==> config.mk <==
export PLATFORM = sky130hd
export DESIGN_NAME = mta_budget
export DESIGN_NICKNAME = d
export VERILOG_FILES = /design/src/hdl/assert_macros.svh /design/src/hdl/mta_pkg.sv /design/src/hdl/mta_budget.sv
export SDC_FILE = /design/constraint.sdc
export NUM_CORES = 1
export LEC_CHECK = 0
export ABC_CLOCK_PERIOD_IN_PS = 13500
export BUFFER_PORTS_ARGS = -buffer_cell sky130_fd_sc_hd__buf_2
export CAP_MARGIN = 20
export CORE_MARGIN = 1.5
export CORE_UTILIZATION = 40
export DETAILED_ROUTE_END_ITERATION = 8
export PLACE_DENSITY = 0.67
export SLEW_MARGIN = 10
export SYNTH_ARGS = -nofsm -noshare
export SYNTH_HDL_FRONTEND = slang
export SYNTH_SLANG_ARGS = --single-unit
==> constraint.sdc <==
create_clock -name clk -period 13.5 [get_ports clk]
set_input_delay 0 -clock clk [delete_from_list [all_inputs] [get_ports clk]]
set_output_delay 0 -clock clk [all_outputs]
set_load 0.1 [all_outputs]
==> src/hdl/assert_macros.svh <==
// Assertion helpers included by the admission unit. Each macro expects a clock named clk
// and an active-low reset named rst_n in the module that uses it.
`ifndef ASSERT_MACROS_SVH
`define ASSERT_MACROS_SVH

// Checks a property at every rising clock edge outside of reset.
`define MTA_CHECK(label, prop, msg) \
  label: assert property (@(posedge clk) disable iff (!rst_n) (prop)) else $error(msg);

// Checks that the consequent holds in the cycle after the antecedent.
`define MTA_CHECK_NEXT(label, ante, cons, msg) \
  label: assert property (@(posedge clk) disable iff (!rst_n) (ante) |=> (cons)) \
    else $error(msg);

`endif

==> src/hdl/mta_pkg.sv <==
`default_nettype none

package mta_pkg;

  localparam int ID_W       = 64;
  localparam int BYTES_W    = 32;
  localparam int FAN_REG_W  = 7;
  localparam int BIDX_W     = 6;
  localparam int DROP_CNT_W = 16;
  localparam int CFG_IDX_W  = 4;
  localparam int REASON_W   = 4;

  // Configuration register indexes.
  localparam logic [CFG_IDX_W-1:0] CFG_HARD_FANOUT = 4'd0;
  localparam logic [CFG_IDX_W-1:0] CFG_SOFT_FANOUT = 4'd1;
  localparam logic [CFG_IDX_W-1:0] CFG_HARD_BYTES  = 4'd2;
  localparam logic [CFG_IDX_W-1:0] CFG_SOFT_BYTES  = 4'd3;

  // Configuration reset values.
  localparam logic [FAN_REG_W-1:0] FANOUT_RST = 7'd64;
  localparam logic [BYTES_W-1:0]   BYTES_RST  = 32'hFFFF_FFFF;

  // Drop reason codes.
  localparam logic [REASON_W-1:0] R_NONE    = 4'd0;
  localparam logic [REASON_W-1:0] R_OFFLINE = 4'd1;
  localparam logic [REASON_W-1:0] R_INVALID = 4'd2;
  localparam logic [REASON_W-1:0] R_DUP     = 4'd3;
  localparam logic [REASON_W-1:0] R_FANOUT  = 4'd4;
  localparam logic [REASON_W-1:0] R_BYTES   = 4'd5;
  localparam logic [REASON_W-1:0] R_SOFT    = 4'd6;
  localparam logic [REASON_W-1:0] R_OWNER   = 4'd7;
  localparam logic [REASON_W-1:0] R_CLOSED  = 4'd8;
  localparam logic [REASON_W-1:0] R_FULL    = 4'd9;

  typedef struct packed {
    logic               first_of_plan;
    logic [BYTES_W-1:0] payload_bytes;
    logic               low_priority;
    logic               eligible;
    logic [ID_W-1:0]    session_id;
    logic               has_endpoint;
    logic [ID_W-1:0]    endpoint_id;
    logic               owner_available;
    logic [ID_W-1:0]    owner_id;
    logic               endpoint_open;
  } in_item_t;

  typedef struct packed {
    logic                  admitted;
    logic [REASON_W-1:0]   drop_reason;
    logic [ID_W-1:0]       reported_id;
    logic [BIDX_W-1:0]     batch_index;
    logic                  new_batch;
    logic [FAN_REG_W-1:0]  accepted_count;
    logic [DROP_CNT_W-1:0] dropped_count;
  } out_item_t;

  typedef struct packed {
    logic hard_over;
    logic soft_over;
  } budget_stat_t;

endpackage

`default_nettype wire

==> src/hdl/mta_budget.sv <==
`default_nettype none

// Byte budget check. The test payload > budget / slot is evaluated as
// payload * slot > budget, which is exact for unsigned integers. The product
// is registered on start and compared in the following cycle.
module mta_budget #(
  parameter int SLOT_W = 7
) (
  input  wire logic                          clk,
  input  wire logic                          start,
  input  wire logic [mta_pkg::BYTES_W-1:0]   payload,
  input  wire logic [SLOT_W-1:0]             slot,
  input  wire logic [mta_pkg::BYTES_W-1:0]   hard_bytes,
  input  wire logic [mta_pkg::BYTES_W-1:0]   soft_bytes,
  output mta_pkg::budget_stat_t              stat
);

  localparam int PROD_W = mta_pkg::BYTES_W + SLOT_W;

  logic [PROD_W-1:0] product_r;
  logic [PROD_W-1:0] product_nxt;

  assign product_nxt = PROD_W'(payload) * PROD_W'(slot);

  always_ff @(posedge clk) begin
    if (start) begin
      product_r <= product_nxt;
    end
  end

  assign stat.hard_over = product_r > PROD_W'(hard_bytes);
  assign stat.soft_over = product_r > PROD_W'(soft_bytes);

endmodule

`default_nettype wire

==> results of run 1 <==
==> per-layer routing <==
layer  vias to the layer above  GRT usage (%)  part of all wire (%)
met5                         -              0                     0
met4                         0          4.031                   1.3
met3                        16          1.485                   4.2
met2                       187          27.67                    43
met1                      3458          25.97                    51
li1                       3587              -                     -
==> synthesized netlist by cell type (2+ instances only) <==
master,number
clkbuf_1,24
and2_1,173
nor2b_1,7
o21a_1,4
nor2_1,20
buf_2,3
nand4_1,16
nand2_1,71
a311oi_1,2
a2111oi_0,2
a21o_1,38
and3_1,5
fa_1,149
xor2_1,12
xnor2_1,22
ha_1,121
nand2b_1,4
o21ai_1,5
nor4_1,3
o41ai_1,2
nand3_1,15
o21bai_1,10
nor3_1,5
a221o_1,3
o211ai_2,2
a221oi_1,4
a21oi_1,51
o21ai_0,20
inv_1,208
edfxtp_1,39
and4_1,2
==> critical path, cell delays in order <==
cell	delay (ps)
buf_2	420
nand2_1	150
fa_1	530
fa_1	540
inv_1	60
fa_1	520
inv_1	50
fa_1	520
inv_1	40
ha_1	360
a21oi_2	240
o22ai_2	100
o21ai_1	250
o41ai_2	150
o41ai_1	430
o31a_1	240
o21ai_1	90
xnor2_1	130
==> through the flow <==
stage / util (%) / area (sq um) / setup slack (ps) / instances
4_1_cts: 45.15 / 10690 / 8648 / 1468
3_3_place_gp: 44.57 / 10560 / 8441 / 1460
6_report: 45.15 / 10690 / 8656 / 1468
5_1_grt: 45.15 / 10690 / 8336 / 1468
3_5_place_dp: 44.57 / 10560 / 8365 / 1460
2_1_floorplan: - / 9731 / 8869 / 1062
==> power breakdown <==
| part | internal (mW) | leakage [nW] | switching (mW) |
|---|---|---|---|
| combinational | 0.595 | 5.11 | 0.786 |
| sequential | 0.255 | 0.381 | 0.0367 |
| clock | 0.0680 | 0.0679 | 0.0390 |
==> worst max-delay path by stage <==
stage | startpoint | to | depth (start not counted)
CTS | slot[6] | product_r[38] | 18
global placement | slot[5] | product_r[38] | 17
floorplan | slot[6] | product_r[23] | 18
finish | slot[6] | product_r[38] | 18
global route | slot[5] | product_r[38] | 17
detailed placement | slot[6] | product_r[38] | 18
==> cell families after synthesis <==
group | Yosys count
compound gates | 160
simple gates | 324
fa+ha+maj | 270
xor+xnor | 34
flops | 39
buf+inv | 235
==> cell type report <==
| type | instances | area, sq um |
|---|---|---|
| fill | 2313 | 12990 |
| multi-input combinational | 788 | 7674 |
| sequential | 39 | 1171 |
| inverter | 208 | 780.7 |
| timing repair buffer | 106 | 530.5 |
| tap | 319 | 399.1 |
| clock buffer | 7 | 132.6 |
| clock inverter | 1 | 5.005 |
==> summary.md, run 1 <==
| Metric | Value |
|---|---|
| Status | `finished clean` |
| Most common cell after layout, fill and taps aside | `inv_1` |
| Port Buf Inserts | `106` |
| CP arrival | `about 5000 ps` |
| HP Class | `input port to register` |
| Routed WL | `around 21000 microns` |
| Max Fclk | `between 200 and 250 MHz` |
| 1st-iter DRT viols | `between 400 and 500` |
| Die W | `approximately 160 microns` |
| Routed Antenna Nets | `0` |
| Ys flop type | `edfxtp_1` |
| CTS tree | `built` |
| Main combinational cell family by area after synthesis | `adder cells` |
| Nets@finish | `between 1500 and 2000` |
| Seq/Total Area, Yosys | `about an eighth` |
| Final setup TNS | `0 ps` |
| CTS Buf Count | `5` |
| Tot Pwr | `1.780 mW` |
| Via/cell ratio | `approximately 4.9` |
| Worst EP required | `around 14000 ps` |
| Final HPWL DP | `about 18000 microns` |
| Synth top area cells | `fa_1 31%, ha_1 16%, edfxtp_1 12%` |
| Final setup vio count | `0` |
| Syn nets | `roughly 1400` |
| Adder-Cell Fraction of Synth Area | `around 46%` |
| Gpl congestion | `roughly 0.86` |
| Worst-case vdd ir drop | `slightly above 70 uV` |
| Synth Warn # | `0` |
| Core region area | `between 20000 and 25000 sq um` |
| Post-CTS setup buffers | `0` |
| Syn avg cell area | `9.163 sq um` |
| Asr flop ratio synth | `0%` |
| Synth Area in Compound Gates | `11.26%` |
| Max-slew violation count | `0` |
| Total track usage | `approximately 17%` |
| Layout cells sized above 1 | `~11%` |
| DIE AREA | `between 20000 and 30000 sq um` |
| Ant diodes | `0` |
| Critical path capture point type | `register` |
| Mux share of post-synthesis cell area | `0%` |
| Area fraction of the dominant cell type after synthesis | `~31%` |
| Slew @ Worst Pin | `roughly 800 ps` |
| Die Y-Extent | `around 160 microns` |
| DRC violations left | `0` |
| CTS Sinks | `39` |
| Post-Synth Simple-Gate Area | `between 10% and 20%` |
| Initial antenna violation count | `0` |
| Hold path cells | `2` |
| Worst Setup Path Type | `input port to register` |
| Post-Syn Area | `~10000 sq um` |
| Hold endpoint | `product_r[0]` |
| Most frequent cells in the layout | `208 x inv_1, 173 x and2_1, 149 x fa_1` |
| Slew margin rel. | `~47%` |
| Critical Path Source Type | `input port` |
| Synth area leader | `fa_1` |
| Final Hold Viols | `0` |
| RSZ-0062 raised after global routing | `false` |
| CTS root buf | `clkbuf_16` |
| Critical path fanouts, max | `32` |
| First-pass GRT wire length | `approximately 37000 microns` |
| DR vias | `between 7000 and 8000` |
| Number of global-route vias before repair | `between 7000 and 8000` |
| Reg clk slew, reported paths | `50 ps` |
| H-tree depth | `2` |
| Yosys reg bits | `39` |
| Biggest register | `product_r` |
| Number of synthesized flops with an enable pin | `39` |
| Synth unique cells | `51` |
| Post-CTS Resized | `0` |
| Post-synthesis xor/xnor area fraction | `3.060%` |
| Final Cycle Share | `35.88%` |
| Leak | `roughly 5.6 nW` |
| Wirelength per Cell | `around 14 microns` |
| Hold Buf Count CTS | `0` |
| Pre-antenna DRT Iters | `5` |
| Row cnt | `56` |
| Biggest regs | `product_r: 39 flops` |
| Starting Density | `~40%` |
| Hold Slack | `roughly 140 ps` |
| Largest net degree at the start of global routing | `40` |
| Total of max-cap violations | `0` |
| Post-Syn Instances | `about 1100` |
| Max FFs per register | `39` |
| Final min period | `about 4800 ps` |
| CTS max path bufs | `2` |
| Area Growth Syn to Fin | `9.889%` |
| Worst min-delay path startpoint | `payload[0]` |
| Power Density | `roughly 170 nW/um^2` |
| I/O Pins | `107` |
| Overflow after GRT | `0` |
Note: power is estimated with default switching activity, not from simulation.
==> run 2: changes to the inputs <==
Settings changed: ABC_AREA set to 1, ABC_CLOCK_PERIOD_IN_PS 13500 to 4690.
Clock period 13.5 ns to 4.69 ns, I/O delays scaled along.
==> summary.md, run 2 <==
| Metric | Value |
|---|---|
| Post-CTS setup buffers | `0 (unchanged)` |
| Area fraction of the dominant cell type after synthesis | `27.45% (-3.2 points)` |
| Hold endpoint | `product_r[0]` |
| Max Fclk | `approximately 230 MHz` |
| Status | `finished clean` |
| Largest net degree at the start of global routing | `40 (unchanged)` |
| Final setup vio count | `0 (unchanged)` |
| Routed WL | `25570 microns (+21%)` |
| Gpl congestion | `0.8779 (+1.9%)` |
| Core region area | `26800 sq um (+13%)` |
| Critical Path Source Type | `input port` |
| Post-Syn Instances | `1583 (+49%)` |
| Hold path cells | `3 (+1)` |
| Final Cycle Share | `about nine tenths` |
| Die Y-Extent | `167.8 microns (+5.6%)` |
| Post-synth top cells | `493 x nand2_1, 489 x inv_1, 149 x fa_1, 121 x ha_1, 76 x nor2_1` |
| Row cnt | `60 (+7.1%)` |
| CP arrival | `4330 ps (-530 ps)` |
| Critical path capture point type | `register` |
| Number of global-route vias before repair | `9277 (+22%)` |
| Synth unique cells | `25 (-51%)` |
| Worst min-delay path startpoint | `payload[0]` |
| Worst EP required | `4720 ps (-8800 ps)` |
| Post-Syn Area | `10870 sq um (+12%)` |
| Power Density | `492.3 nW/um^2 (+200%)` |
| CTS Sinks | `39 (unchanged)` |
| Final HPWL DP | `21980 microns (+23%)` |
| Hold Buf Count CTS | `0 (unchanged)` |
| Ys flop type | `edfxtp_1` |
| Final Hold Viols | `0 (unchanged)` |
| Layout cells sized above 1 | `8.164% (-2.6 points)` |
| Biggest register | `product_r` |
| Worst Setup Path Type | `input port to register` |
| Worst setup margin | `393.7 ps (-8263 ps)` |
| Final min period | `~4300 ps` |
| Syn avg cell area | `6.864 sq um (-25%)` |
| HP Class | `input port to register` |
| Overflow after GRT | `0 (unchanged)` |
| Synth top area cells | `fa_1 27%, nand2_1 17%, inv_1 17%` |
| Synth Warn # | `0 (unchanged)` |
| RSZ-0062 raised after global routing | `false` |
| CTS Buf Count | `5 (unchanged)` |
| Syn nets | `1958 (+36%)` |
| Fill cells | `2774 (+20%)` |
| Reg clk slew, reported paths | `60 ps (about the same)` |
| Most instantiated library cell after synthesis | `nand2_1` |
| DR vias | `9100 (+26%)` |
| Most common cell after layout, fill and taps aside | `nand2_1` |
| Via/cell ratio | `4.507 (-8.7%)` |
| Area Growth Syn to Fin | `9.961% (about the same)` |
| Total of max-cap violations | `0 (unchanged)` |
| Most frequent cells in the layout | `493 x nand2_1, 489 x inv_1, 149 x fa_1` |
| Pre-antenna DRT Iters | `5 (unchanged)` |
| Yosys reg bits | `39 (unchanged)` |
| CTS max path bufs | `2 (unchanged)` |
| Worst-case vdd ir drop | `232.5 uV (+230%)` |
| Max FFs per register | `39 (unchanged)` |
| Initial antenna violation count | `0 (unchanged)` |
| 1st-iter DRT viols | `485 (+4.5%)` |
| Post-CTS Resized | `0 (unchanged)` |
| Synth area leader | `fa_1` |
| H-tree depth | `2 (unchanged)` |
| Nets@finish | `2052 (+35%)` |
| Slew @ Worst Pin | `824.2 ps (+24.37 ps)` |
| Asr flop ratio synth | `0% (unchanged)` |
| Starting Density | `40.54% (-0.55 points)` |
| Ant diodes | `0 (unchanged)` |
| Die W | `167.8 microns (+5.6%)` |
| Port Buf Inserts | `106 (unchanged)` |
| Core Util, Final | `44.58% (-0.57 points)` |
| Biggest regs | `product_r: 39 flops` |
| Total track usage | `18.98% (+1.5 points)` |
| Max-slew violation count | `0 (unchanged)` |
| Critical path fanouts, max | `32 (unchanged)` |
| Seq/Total Area, Yosys | `10.78% (-1.3 points)` |
| Slew margin rel. | `45.05% (-1.6 points)` |
| First-pass GRT wire length | `43840 microns (+19%)` |
| DRC violations left | `0 (unchanged)` |
| Number of synthesized flops with an enable pin | `39 (unchanged)` |
| CTS tree | `built` |
| I/O Pins | `107 (unchanged)` |
| Leak | `7.839 nW (+41%)` |
| Wirelength per Cell | `12.66 microns (-12%)` |
| Final setup TNS | `0 ps (unchanged)` |
| Setup WS pre-CTS | `100.2 ps (-8265 ps)` |
| CTS root buf | `clkbuf_16` |
| DIE AREA | `28160 sq um (+11%)` |
| Routed Antenna Nets | `0 (unchanged)` |
## run 2: changes by cell type after synthesis, moves of 12 or more
cell / delta
a21o_1: -36
and2_1: -171
inv_1: +281
nand2_1: +422
nand2_2: +12
nand3_1: +18
nor2_1: +56
xnor2_1: -18
## run 2: worst max-delay path, stage by stage
cell and delay (ps):
buf_2 550, nand2_1 100, inv_1 120, fa_1 460, fa_1 490, fa_1 550
inv_1 60, fa_1 540, inv_1 50, ha_1 360, nand2_1 120, inv_1 50
nand2_1 170, inv_1 60, a21oi_1 190, nand3_2 150, nand2_1 120, nand2_1 60
nand2_1 50, nand2_1 60
## run 2: worst max path at each step
stage | from | end | slack, ps | cells past startpoint
floorplan | slot[6] | product_r[36] | 780 | 22
global placement | slot[5] | product_r[37] | 200 | 20
detailed placement | slot[2] | product_r[29] | 100 | 20
CTS | slot[2] | product_r[29] | 400 | 20
global route | slot[5] | product_r[33] | 120 | 19
finish | slot[2] | product_r[29] | 390 | 20
## run 2: per-stage QoR
stage	power, mW	hold slack, ps	area, sq um	cells
floorplan	4.265	112.5	10870	1583
global placement	5.370	452.7	11760	2011
detailed placement	5.450	449.4	11760	2011
CTS	5.906	159.5	11950	2019
global route	6.682	171.7	11950	2019
finish	5.882	167.8	11950	2019
## run 2: cells by family (layout without fill, tap and decap cells)
family | Yosys count | after routing | share of synthesized area, %
and+or+nand+nor | 651 | 651 | 24.07
adders and majority gates | 270 | 270 | 41.39
xor gates and xnor gates | 20 | 20 | 1.612
DFF | 39 | 39 | 10.78
AOI/OAI and AO/OA | 93 | 93 | 4.537
buffers and inverters | 510 | 605 | 17.62
## run 2: area by class of cell
class / count / area, sq um / area share, %
Multi-Input combinational cell: 1034 / 7780 / 65.12
Inverter: 489 / 1836 / 15.36
Sequential cell: 39 / 1171 / 9.802
Timing Repair Buffer: 108 / 545.5 / 4.566
Tap cell: 341 / 426.7 / 3.571
Clock buffer: 6 / 128.9 / 1.079
Clock inverter: 2 / 60.06 / 0.5027
## run 2: where the power goes
group | internal, mW | switching (mW)
Sequential | 0.723 | 0.120
Combinational | 1.68 | 2.93
Clock | 0.305 | 0.125
## run 2: routing by layer
metal	track usage (%)	vias up	part of all wire (%)
met4	3.369	0	0.93
met2	31.59	242	44
met3	1.081	12	4.8
li1	-	4777	-
met1	27.59	4069	50
met5	0	-	0
